$ cat config.mk
export PLATFORM = sky130hd
export DESIGN_NAME = rec_front
export DESIGN_NICKNAME = d
export VERILOG_FILES = /design/src/design/rec_pkg.sv /design/src/design/rec_front.sv
export VERILOG_INCLUDE_DIRS = /design/src /design/src/design
export SDC_FILE = /design/constraint.sdc
export NUM_CORES = 1
export LEC_CHECK = 0
export ABC_AREA = 1
export BUFFER_PORTS_ARGS = -buffer_cell sky130_fd_sc_hd__buf_2
export CORE_UTILIZATION = 48
export CTS_CLUSTER_SIZE = 40
export DETAILED_ROUTE_END_ITERATION = 8
export PLACE_DENSITY = 0.76
export SLEW_MARGIN = 20
export SYNTH_ARGS = -nofsm -noshare
export SYNTH_HDL_FRONTEND = slang
export SYNTH_SLANG_ARGS = --single-unit
$ cat constraint.sdc
create_clock -name i_clk -period 11.5 [get_ports i_clk]
set_input_delay 3.45 -clock i_clk [delete_from_list [all_inputs] [get_ports i_clk]]
set_output_delay 3.45 -clock i_clk [all_outputs]
set_load 0.03 [all_outputs]
$ cat src/design/random_elastic_collision_engine_defines.svh
// Assertion macros shared by the engine's modules.
`ifndef RANDOM_ELASTIC_COLLISION_ENGINE_DEFINES_SVH
`define RANDOM_ELASTIC_COLLISION_ENGINE_DEFINES_SVH
// Assert an implication on the next clock edge.
`define REC_ASSERT_NEXT(label, clk, rst_n, cond, expr, msg) \
    label: assert property (@(posedge clk) disable iff (!rst_n) (cond) |=> (expr)) \
        else $error(msg);
// Assert an implication on the same clock edge.
`define REC_ASSERT_SAME(label, clk, rst_n, cond, expr, msg) \
    label: assert property (@(posedge clk) disable iff (!rst_n) (cond) |-> (expr)) \
        else $error(msg);
`endif

$ cat src/design/rec_pkg.sv
package rec_pkg;
    localparam int unsigned PARTICLE_COUNT_DEF = 4096;
    localparam int unsigned VEL_W = 32;
    localparam int unsigned DIR_W = 16;
    localparam int unsigned IDX_W = 12;
    localparam int unsigned SCALE_SHIFT = 28;
    localparam logic signed [DIR_W-1:0] DIR_LIMIT = 16'sd16384;

    localparam logic [1:0] REQ_LOAD    = 2'd0;
    localparam logic [1:0] REQ_COLLIDE = 2'd1;
    localparam logic [1:0] REQ_READ    = 2'd2;

    localparam logic [1:0] ST_LOADED   = 2'd0;
    localparam logic [1:0] ST_COLLIDED = 2'd1;
    localparam logic [1:0] ST_REJECTED = 2'd2;
    localparam logic [1:0] ST_READ     = 2'd3;

    typedef enum logic [1:0] {OP_LOAD, OP_READ, OP_COLLIDE, OP_REJECT} t_op;

    typedef enum logic [3:0] {
        S_IDLE, S_RD_A, S_RD_B, S_DIFF, S_DOT0, S_DOT1, S_SIGN,
        S_MUL0, S_MUL1, S_WR_A, S_WR_B, S_OUT
    } t_state;

    function automatic logic signed [DIR_W-1:0] clamp_dir(input logic signed [DIR_W-1:0] d);
        if (d > DIR_LIMIT) begin
            return DIR_LIMIT;
        end else if (d < -DIR_LIMIT) begin
            return -DIR_LIMIT;
        end
        return d;
    endfunction

    function automatic logic signed [VEL_W-1:0] sat32(input logic signed [VEL_W+2:0] v);
        if (v > 35'sh07FFFFFFF) begin
            return 32'sh7FFFFFFF;
        end else if (v < -35'sh080000000) begin
            return 32'sh80000000;
        end
        return v[VEL_W-1:0];
    endfunction
endpackage

$ cat src/design/rec_front.sv
module rec_front #(
    parameter int unsigned PARTICLE_COUNT = rec_pkg::PARTICLE_COUNT_DEF,
    parameter int unsigned AW = $clog2(PARTICLE_COUNT)
) (
    input  logic                               i_clk,
    input  logic                               i_rst_n,
    input  logic                               i_valid,
    output logic                               o_ready,
    input  logic [1:0]                         i_req_type,
    input  logic [rec_pkg::IDX_W-1:0]          i_index_a,
    input  logic [rec_pkg::IDX_W-1:0]          i_index_b,
    input  logic signed [rec_pkg::VEL_W-1:0]   i_load_x,
    input  logic signed [rec_pkg::VEL_W-1:0]   i_load_y,
    input  logic signed [rec_pkg::VEL_W-1:0]   i_load_z,
    input  logic signed [rec_pkg::DIR_W-1:0]   i_dir_x,
    input  logic signed [rec_pkg::DIR_W-1:0]   i_dir_y,
    input  logic signed [rec_pkg::DIR_W-1:0]   i_dir_z,
    output logic                               o_q_valid,
    input  logic                               i_q_ready,
    output rec_pkg::t_op                       o_q_op,
    output logic [AW-1:0]                      o_q_ia,
    output logic [AW-1:0]                      o_q_ib,
    output logic signed [rec_pkg::VEL_W-1:0]   o_q_vx,
    output logic signed [rec_pkg::VEL_W-1:0]   o_q_vy,
    output logic signed [rec_pkg::VEL_W-1:0]   o_q_vz,
    output logic signed [rec_pkg::DIR_W-1:0]   o_q_rx,
    output logic signed [rec_pkg::DIR_W-1:0]   o_q_ry,
    output logic signed [rec_pkg::DIR_W-1:0]   o_q_rz
);
    import rec_pkg::*;

    // Two-entry queue; classify and reduce indexes on entry.
    logic [1:0] r_cnt, n_cnt;
    logic       r_wp, r_rp;
    t_op        r_op [2];
    logic [AW-1:0] r_ia [2], r_ib [2];
    logic signed [VEL_W-1:0] r_vx [2], r_vy [2], r_vz [2];
    logic signed [DIR_W-1:0] r_rx [2], r_ry [2], r_rz [2];
    t_op        w_op;
    logic       w_push, w_pop;
    logic [IDX_W+AW-1:0] w_ia_ext, w_ib_ext;

    assign o_ready = (r_cnt != 2'd2);
    assign w_push = i_valid && o_ready;
    assign w_pop  = o_q_valid && i_q_ready;
    assign w_ia_ext = {{AW{1'b0}}, i_index_a} % (IDX_W+AW)'(PARTICLE_COUNT);
    assign w_ib_ext = {{AW{1'b0}}, i_index_b} % (IDX_W+AW)'(PARTICLE_COUNT);

    always_comb begin
        case (i_req_type)
            REQ_LOAD:    w_op = OP_LOAD;
            REQ_READ:    w_op = OP_READ;
            REQ_COLLIDE: w_op = OP_COLLIDE;
            default:     w_op = OP_REJECT;
        endcase
        n_cnt = r_cnt + 2'(w_push) - 2'(w_pop);
    end

    always_ff @(posedge i_clk) begin
        if (!i_rst_n) begin
            r_cnt <= '0;
            r_wp  <= 1'b0;
            r_rp  <= 1'b0;
        end else begin
            r_cnt <= n_cnt;
            if (w_push) r_wp <= ~r_wp;
            if (w_pop)  r_rp <= ~r_rp;
        end
        if (w_push) begin
            r_op[r_wp] <= w_op;
            r_ia[r_wp] <= w_ia_ext[AW-1:0];
            r_ib[r_wp] <= w_ib_ext[AW-1:0];
            r_vx[r_wp] <= i_load_x;
            r_vy[r_wp] <= i_load_y;
            r_vz[r_wp] <= i_load_z;
            r_rx[r_wp] <= clamp_dir(i_dir_x);
            r_ry[r_wp] <= clamp_dir(i_dir_y);
            r_rz[r_wp] <= clamp_dir(i_dir_z);
        end
    end

    assign o_q_valid = (r_cnt != 2'd0);
    assign o_q_op = r_op[r_rp];
    assign o_q_ia = r_ia[r_rp];
    assign o_q_ib = r_ib[r_rp];
    assign o_q_vx = r_vx[r_rp];
    assign o_q_vy = r_vy[r_rp];
    assign o_q_vz = r_vz[r_rp];
    assign o_q_rx = r_rx[r_rp];
    assign o_q_ry = r_ry[r_rp];
    assign o_q_rz = r_rz[r_rp];

`include "random_elastic_collision_engine_defines.svh"
    `REC_ASSERT_SAME(a_q_bound, i_clk, i_rst_n, 1'b1, r_cnt <= 2'd2, "queue count overflow")
    `REC_ASSERT_NEXT(a_q_full_hold, i_clk, i_rst_n, r_cnt == 2'd2 && !w_pop, r_cnt == 2'd2, "full queue lost entry")
    `REC_ASSERT_NEXT(a_q_push, i_clk, i_rst_n, w_push && !w_pop, r_cnt == $past(r_cnt) + 2'd1, "push not counted")
endmodule

# Yosys cells after proc, flatten, opt, wreduce, memory -nomap -nowiden
# Memories as Yosys holds them, arrays and structs flattened. A register that Yosys moved wholly into a read port is not among the register bits.
# Index checks and enable logic that the tools add are counted.
word_totals:
  mem_count: 9
  reg_bits: 4
  out_inout_bits: 172
  mem_bits_rw: 340
mem_list:
  columns: ["memory", "depth", "word_bits", "read_ports", "rd_clocked_by_memory_dff", "wr", "line", "rtl"]
  rows:
  - ["r_vx", 2, 32, 1, 1, 1, "rec_front.sv:37", "logic signed [VEL_W-1:0] r_vx [2], r_vy [2], r_vz [2];"]
  - ["r_vy", 2, 32, 1, 1, 1, "rec_front.sv:37", null]
  - ["r_vz", 2, 32, 1, 1, 1, "rec_front.sv:37", null]
  - ["r_rx", 2, 16, 1, 1, 1, "rec_front.sv:38", "logic signed [DIR_W-1:0] r_rx [2], r_ry [2], r_rz [2];"]
  - ["r_ry", 2, 16, 1, 1, 1, "rec_front.sv:38", null]
  - ["r_rz", 2, 16, 1, 1, 1, "rec_front.sv:38", null]
  - ["3 more memories", null, null, null, null, null, null, null]
op_classes:
  eq_ne: 3
  n_reduce_logical: 4
  muxes: 42
  magnitude_cmp: 6
  n_addsub: 2
  bitwise: 2
op_table:
  columns: ["operator", "n"]
  rows:
  - ["2-to-1 mux 16 bit", 12]
  - ["> comparator 16 bit, second input constant", 3]
  - ["less-than comparator 16 x 15 -> 1 bit, second input constant", 3]
  - ["2-to-1 mux 1 bit", 29]
  - ["case mux 2 bit (3 select lines)", 1]
  - ["adder 2 x 1 -> 2 bit", 1]
  - ["equality test 2 x 1 -> 1 bit, second input constant", 1]
  - ["equality test 2 bit, second input constant", 1]
  - ["logical AND 1 bit", 2]
  - ["logical NOT 2 bit", 1]
  - ["!= test 2 bit, second input constant", 1]
  - ["NOT 1 bit", 2]
  - ["nonzero test 2 bit", 1]
  - ["subtractor 2 x 1 -> 2 bit", 1]

# Logic depth before layout (Yosys ltp)
# Gate-level depths: netlist (run 1).
logic_depth:
  ltp_word: 6
  depth_mapped: 11

# Worst setup path before layout (run 1)
# Ideal clock, no wire load.
synth_timing:
  path_type: "input -> register"
  start: "in i_valid"
  end: "mem r_ia[0][0] (netlist bit) (enable)"
  stages: 2
  setup_slack_ns: 0.169
  n_path_buf: 0
  required_ns: 10.797
  t_arrival_ns: 10.628
  cell_sequence: "nand2_1 > nor2_1"
synth_via:
  elab_chain_len: 3
synth_rtl:
  columns: ["item", "line", "rtl"]
  rows:
  - ["start: declaration", "rec_front.sv:7", "input logic i_valid,"]
  - ["logical AND 1 bit", "rec_front.sv:44", "assign w_push = i_valid && o_ready;"]
  - ["2-to-1 mux 1 bit", "rec_front.sv:69", "if (w_push) begin"]
  - ["2-to-1 mux 1 bit (implied by the code)", "rec_front.sv:71", "r_ia[r_wp] <= w_ia_ext[AW-1:0];"]
  - ["end: declaration", "rec_front.sv:36", "logic [AW-1:0] r_ia [2], r_ib [2];"]
# No other way between the ends.

==> impl_results.md, run 1 <==
* Status: finished, final reports clean
* Setup Viol. Count Final at 0
* R2r setup slk at 8.75 ns
* Slew @ Worst Pin at 1.07 ns
* Vias at 7,196
* CP arrival at 3.02 ns
* CTS Buf Count at 36
* CTS tree: built
* Die Y at roughly 170 µm
* HPWL Detailed at 17,600 µm
* Worst path bufs/invs at 2
* Setup CP Type: flip-flop to primary output
* Routability Congestion at 0.753
* Hold Path Cell Cnt at 2
* Nature of the critical path startpoint: flip-flop
* Min Tclk post-route at 6.47 ns
* Total gr overflow at 0
* First-pass GRT wire length at 39,200 µm
* Worst-path fanout max at 63
* P_leak at 6.65 nW
* Sw frac at 0.316
* CP delay by family, top: buffers and inverters
* Top_reg_cell synth: edfxtp_1
* Syn avg cell area at a little under 20 µm²
* Antenna-violating nets left at 0
* Combinational Power Share at 0.293
* Port Buffers at roughly 350
* Non-Filler Instances at about 1,500
* Crit-path cells: buf_4 -> mux2_2 -> buf_2
* RSZ-0062 raised after global routing: false
* VDD IR max at 0.129 mV
* GR Util All Layers at 0.178
* Worst path max stage delay at 0.94 ns
* Post-synth EDFFs at 340
* CTS root buffer: clkbuf_16
* Drt wl/cell at 17.9 µm
* Slowest stage cell on the critical path: buf_4
* Vias per cell at 4.90
* Pwr Density at roughly 240 nW/µm²
* WHS at 0.469 ns
* Clock power share at 0.286
* Post-synth top area cell: edfxtp_1
* Final setup skew at 0.0167 ns
* Worst hold start: r_rp$_SDFFE_PN0P_
* Switching pwr at 1.26 mW
* P_int at 2.73 mW
* Most frequent cell after synthesis: edfxtp_1
* Yosys cell types at 17
* Post-CTS Hold Buffers at 0
* Number of synthesized register bits at 345
* Worst reg2reg path depth at 6
* CTS max path bufs at 3
* Final Hold Vio Count at 0
* Mapped cell area at approximately 14,000 µm²
* Top post-synthesis cells by area: edfxtp_1 (75%), mux2_4 (11%), mux2_2 (5.8%)
* Routed WL at 26,300 µm
* Post-CTS resize count at 0
* Share of cells above drive strength 1 at 0.534
* Clock slew at reported path FFs at 0.06 ns
* Initial antenna violation count at 4
* Area delta synth->final at 24.2%
* Starting Density at 0.487
* H-tree Lvls at 2
* Placed Cells at 1,404
* DR iter-0 viols at 427
* Asr flop ratio synth at 0
* Post-synth top area share at 0.755
* Core ar. at 27,800 µm²
* Largest net degree at the start of global routing at a little under 80
* Power Total at around 4 mW
* Seq/Total Area, Yosys at 0.762
* Placed cell area at 15,600 µm²
* Top-level port count at 346
* F_max at 155 MHz
* DRC Markers at 0
* Clk_lat worst skew at 0.51 ns
* RR Endpoint: r_vz[1][0]$_DFFE_PP_
* Max-Cap Viols at 0
* Seq pwr share at 0.420
* Final net count at 1,240
* Row count at 61
* Synth warn at 0
* Final Cell Area at between 15,000 and 20,000 µm²
* Critical R2R Launch: r_cnt[0]$_SDFF_PN0_
* Worst Path Required at 8.05 ns
* Full die area at slightly below 30,000 µm²
* HP Class: flip-flop to flip-flop
* Vias in the first global route at 7,435
* Worst rel slew slack at 0.286
* DRT Pass-1 Iters at 4
* Post-Synthesis Cells at 703
* Postcts setup bufs at 0
* Chip width at 170 µm
* Pins Over Slew Limit at 0
* Crit. End Element: primary output
* Commonest cells in the netlist: edfxtp_1 (340), mux2_4 (100), mux2_2 (70)
* Fin crit share at 0.562
* Setup tns final at 0 ns
* Syn Nets at 879
* # clock sinks at about 350
-- final cells by class --
type | count | area (µm²)
Fill cell | 2094 | 11000
Sequential cell | 345 | 10300
Multi-Input combinational cell | 279 | 2830
Timing Repair Buffer | 353 | 1830
Clock buffer | 39 | 912
Tap cell | 378 | 473
Clock inverter | 23 | 251
Inverter | 49 | 184
Antenna cell | 2 | 5.00
-- power by group through the flow --
stage	clock network [mW]	registers, mW	logic, mW
after floorplan	0	1.72	0.899
after global placement	0	1.69	1.16
after detailed placement	0	1.70	1.18
after CTS	1.17	1.68	1.18
after global routing	1.21	1.69	1.23
final	1.14	1.68	1.17
-- worst max-delay path by stage --
stage          startpoint               endpoint  depth (start not counted)
4_1_cts         flip-flop              o_q_ib[3]                          3
3_3_place_gp      i_valid  r_vx[0][26]$_DFFE_PP_                          4
5_1_grt         flip-flop              o_q_ib[3]                          3
3_5_place_dp    flip-flop              o_q_ib[3]                          3
2_1_floorplan     i_valid   r_ia[0][0]$_DFFE_PP_                          2
6_report        flip-flop             o_q_vx[16]                          3
-- cell usage in the layout, fill, tap and decap left out, drive strengths merged --
master    synthesis  layout
xnor2             1       1
dfxtp             5       5
ha                2       2
buf              25     353
inv              49      50
or2               3       3
clkinv            0      16
nor2             31      31
o21ai             2       2
edfxtp          340     340
xor2              3       3
a21oi            45      45
mux2            170     170
clkinvlp          0       1
diode             0       2
bufinv            0       5
nand2            22      22
clkbuf            5      39
-- tightest hold or removal path, stage by stage, from the launching register on --
cell and delay (ns):
dfxtp_1 0.30, inv_1 0.07, a21oi_1 0.06
-- per-layer routing --
metal  track usage  up-vias  wire (µm)
met3        0.0470       54       1920
met4        0.0689        2        726
met2         0.320      253      13800
li1              -     3369          -
met1         0.201     3518       9870
met5             0        -         11
-- sequential cells by signal, indices dropped and copies added (netlist names), 2 cells and up, named ones only --
signal  count
r_rz       32
r_rx       32
r_vx       64
r_ry       32
r_ia       24
r_vy       64
r_vz       64
r_op        4
r_cnt       2
r_ib       24
-- cells by family (layout without fill, tap and decap cells) --
kind of cell	count (synthesis)	after routing	share of synthesized area
mux	170	170	0.169
other cells	0	2	0
compound gates	47	47	0.0174
flops	345	345	0.762
simple gates	56	56	0.0161
fa+ha+maj	2	2	0.00185
xor+xnor	4	4	0.00259
buf+inv	79	464	0.0303
-- stage by stage --
step                       util  setup WS [ns]
after floorplan               -          0.169
after global placement    0.560           5.36
after detailed placement  0.562           5.54
after CTS                 0.604           4.96
after global routing      0.604           4.88
final                     0.604           5.03
Note: power is estimated with default switching activity, not from simulation.
==> run 2, diff against run 1 <==
--- a/config.mk
+++ b/config.mk
@@ -6,12 +6,12 @@
 export SDC_FILE = /design/constraint.sdc
 export NUM_CORES = 1
 export LEC_CHECK = 0
-export ABC_AREA = 1
+export ABC_AREA = 0
 export BUFFER_PORTS_ARGS = -buffer_cell sky130_fd_sc_hd__buf_2
-export CORE_UTILIZATION = 48
+export CORE_UTILIZATION = 53
 export CTS_CLUSTER_SIZE = 40
 export DETAILED_ROUTE_END_ITERATION = 8
-export PLACE_DENSITY = 0.76
+export PLACE_DENSITY = 0.8
 export SLEW_MARGIN = 20
 export SYNTH_ARGS = -nofsm -noshare
 export SYNTH_HDL_FRONTEND = slang
==> constraint.sdc (replaced) <==
create_clock -name i_clk -period 6 [get_ports i_clk]
set_input_delay 1.8 -clock i_clk [delete_from_list [all_inputs] [get_ports i_clk]]
set_output_delay 1.8 -clock i_clk [all_outputs]
set_load 0.03 [all_outputs]
==> impl_results.md, run 2 <==
* Setup CP Type: flip-flop to primary output
* Starting Density at 0.539 (+0.0521)
* RR Endpoint: r_vx[0][1]$_DFFE_PP_
* R2r setup slk at 3.58 ns (-5.17 ns)
* Simple-Gate Fraction of Synth Area at 0.0347 (+0.0186)
* Largest net degree at the start of global routing at 93 (+18%)
* F_max at 223 MHz
* Worst rel slew slack at 0.404 (+0.118)
* Vias in the first global route at 7,156 (-3.8%)
* Critical R2R Launch: r_cnt[0]$_SDFF_PN0_
* Commonest cells in the netlist: edfxtp_1 (340), mux2_2 (160), nor2b_1 (17)
* Antenna-violating nets left at 0 (unchanged)
* P_leak at 6.04 nW (-9.2%)
* Pwr Density at 440 nW/µm² (+85%)
* DR iter-0 viols at 447 (+4.7%)
* Pins Over Slew Limit at 0 (unchanged)
* Post-CTS Hold Buffers at 0 (unchanged)
* Top post-synthesis cells by area: edfxtp_1 (78%), mux2_2 (14%), buf_6 (1.2%)
* Die Y at 159 µm (-6.4%)
* CTS tree: built
* Port Buffers at 345 (unchanged)
* Commonest non-fill, non-tap cell in the layout: buf_2
* Routability Congestion at 0.768 (+2.1%)
* Min Tclk post-route at 4.48 ns
* Yosys cell types at 25 (+8)
* Final setup skew at 0.0169 ns (+0.000201 ns)
* Post-synth top area cell: edfxtp_1
* Worst Path Required at 4.20 ns (-3.85 ns)
* Hold Path Cell Cnt at 2 (unchanged)
* CTS Buf Count at 35 (-2.8%)
* Post-synth top area share at 0.781 (+0.0263)
* Placed cell area at 15,100 µm² (-3.3%)
* Drt wl/cell at 19.1 µm (+6.7%)
* Synth Area in Adders at 0.00191 (+0.0000645)
* Postcts setup bufs at 0 (unchanged)
* Clock slew at reported path FFs at 0.06 ns (about the same)
* Max-Cap Viols at 0 (unchanged)
* Final Hold Vio Count at 0 (unchanged)
* Clk_lat worst skew at 0.50 ns (about the same)
* Most frequent cells in the layout: buf_2 (345), edfxtp_1 (340), mux2_2 (160)
* RSZ-0062 raised after global routing: false
* Seq/Total Area, Yosys at 0.789 (+0.0266)
* DRC Markers at 0 (unchanged)
* Vias at 6,879 (-4.4%)
* Post-Synthesis Cells at 624 (-11%)
* Post-synth EDFFs at 340 (unchanged)
* Vias per cell at 5.15 (+5.1%)
* Full die area at 25,300 µm² (-12%)
* DRT Pass-1 Iters at 5 (+1)
* H-tree Lvls at 2 (unchanged)
* CTS root buffer: clkbuf_16
* First-pass GRT wire length at 38,600 µm (-1.5%)
* Area delta synth->final at 23.5%
* Worst reg2reg path depth at 4 (-2)
* Routed WL at 25,500 µm (-3.0%)
* CTS max path bufs at 3 (unchanged)
* Synth warn at 0 (unchanged)
* Syn avg cell area at 20.9 µm² (+8.9%)
* Core ar. at 24,200 µm² (-13%)
* Status: finished, final reports clean
* Largest regs: r_vx (64), r_vy (64), r_vz (64)
* HP Class: flip-flop to flip-flop
* Initial antenna violation count at 2 (-2)
* Post-synthesis compound-gate area fraction at 0.00393 (-0.0135)
* HPWL Detailed at 17,100 µm (-3.0%)
* Top_reg_cell synth: edfxtp_1
* XOR/XNOR Fraction of Synth Area at 0.00402 (+0.00143)
* Slew @ Worst Pin at 0.894 ns (-0.177 ns)
* Largest family of logic cells by synthesized area: multiplexers
* Final Cell Area at 16,100 µm² (-3.9%)
* VDD IR max at 0.287 mV (+120%)
* Nature of the critical path startpoint: flip-flop
* Final net count at 1,162 (-6.3%)
* Post-CTS resize count at 0 (unchanged)
* Setup Viol. Count Final at 0 (unchanged)
* Row count at 57 (-6.6%)
* Asr flop ratio synth at 0 (unchanged)
* Worst hold start: r_rp$_SDFFE_PN0P_
* Chip width at 159 µm (-6.4%)
* Worst-path fanout max at 57 (-9.5%)
* Crit. End Element: primary output
* Setup tns final at 0 ns (unchanged)
* Share of cells above drive strength 1 at 0.584 (+0.0497)
* Total gr overflow at 0 (unchanged)
* GR Util All Layers at 0.198 (+0.0202)
* Most frequent cell after synthesis: edfxtp_1
* Mapped cell area at 13,100 µm² (-3.4%)
* Number of synthesized register bits at 345 (unchanged)
* # clock sinks at 345 (unchanged)
* CP arrival at 2.68 ns (-0.34 ns)
* Fin crit share at 0.746
* Placed Cells at 1,273 (-9.3%)
* Syn Nets at 800 (-9.0%)
* Top-level port count at 346 (unchanged)
* Mux cell area share after synthesis at 0.149 (-0.0200)
* Non-Filler Instances at 1,335 (-9.1%)
[run 2: cell count changes in the layout (fill, tap and decap cells not counted), moves of 8 or more]
| cell | before | now |
|---|---|---|
| mux2_2 | 70 | 160 |
| mux2_4 | 100 | 10 |
| inv_1 | 49 | 1 |
| a21oi_1 | 45 | 0 |
| nor2_1 | 29 | 0 |
| nand2_1 | 22 | 1 |
| nor2b_1 | 0 | 17 |
| nor2b_2 | 0 | 15 |
| nor4_1 | 0 | 9 |
| and2_1 | 0 | 8 |
[run 2: layer usage]
metal | part of all wire | track usage
met1 | 0.37 | 0.222
met2 | 0.53 | 0.356
met3 | 0.076 | 0.0594
met4 | 0.029 | 0.0752
met5 | 0 | 0
[run 2: worst max-delay path, stage by stage, from the launching register on]
cell	delay, ns
dfxtp_4	0.87
buf_4	0.60
mux2_2	0.41
buf_2	0.18
[run 2: cell type report]
cell class | instances | area, µm²
well taps | 324 | 405
fillers | 1682 | 8100
diodes | 2 | 5.00
multi-input cells | 250 | 2550
inverters | 2 | 12.5
clock inverters | 15 | 88.8
repair buffers | 352 | 1820
flip-flops and latches | 345 | 10300
clock buffers | 45 | 956
[run 2: power by group]
part	total, mW	switching [mW]	internal, mW
Clock	1.98	0.819	1.16
Sequential	3.13	0.122	3.01
Combinational	1.99	1.29	0.698
[run 2: logic make-up (layout without fill, tap and decap cells)]
kind of cell               after synthesis  count (layout)
AOI/OAI and AO/OA                        6               6
DFF                                    345             345
xor gates and xnor gates                 6               6
and+or+nand+nor                         66              66
buffers and inverters                   29             414
adders and majority gates                2               2
other                                    0               2
muxes                                  170             170
[run 2: how the worst max path moves through the flow]
stage               slack [ns]              endpoint  depth (start not counted)      start
detailed placement        2.03             o_q_vx[4]                          3  flip-flop
CTS                       1.50             o_q_vx[4]                          3  flip-flop
floorplan                 0.30  r_ia[0][0]$_DFFE_PP_                          2    i_valid
global placement          2.10            o_q_vz[12]                          3  flip-flop
global route              1.40            o_q_vx[17]                          3  flip-flop
finish                    1.52            o_q_vz[21]                          3  flip-flop
[run 2: stage by stage]
stage / power (mW) / util / hold slack [ns] / setup WS (ns)
after detailed placement: 5.18 / 0.622 / 0.550 / 2.03
after floorplan: 4.67 / - / 0.504 / 0.298
after CTS: 7.16 / 0.666 / 0.560 / 1.50
after global placement: 5.15 / 0.622 / 0.525 / 2.10
final: 7.10 / 0.666 / 0.558 / 1.52
after global routing: 7.36 / 0.666 / 0.591 / 1.40
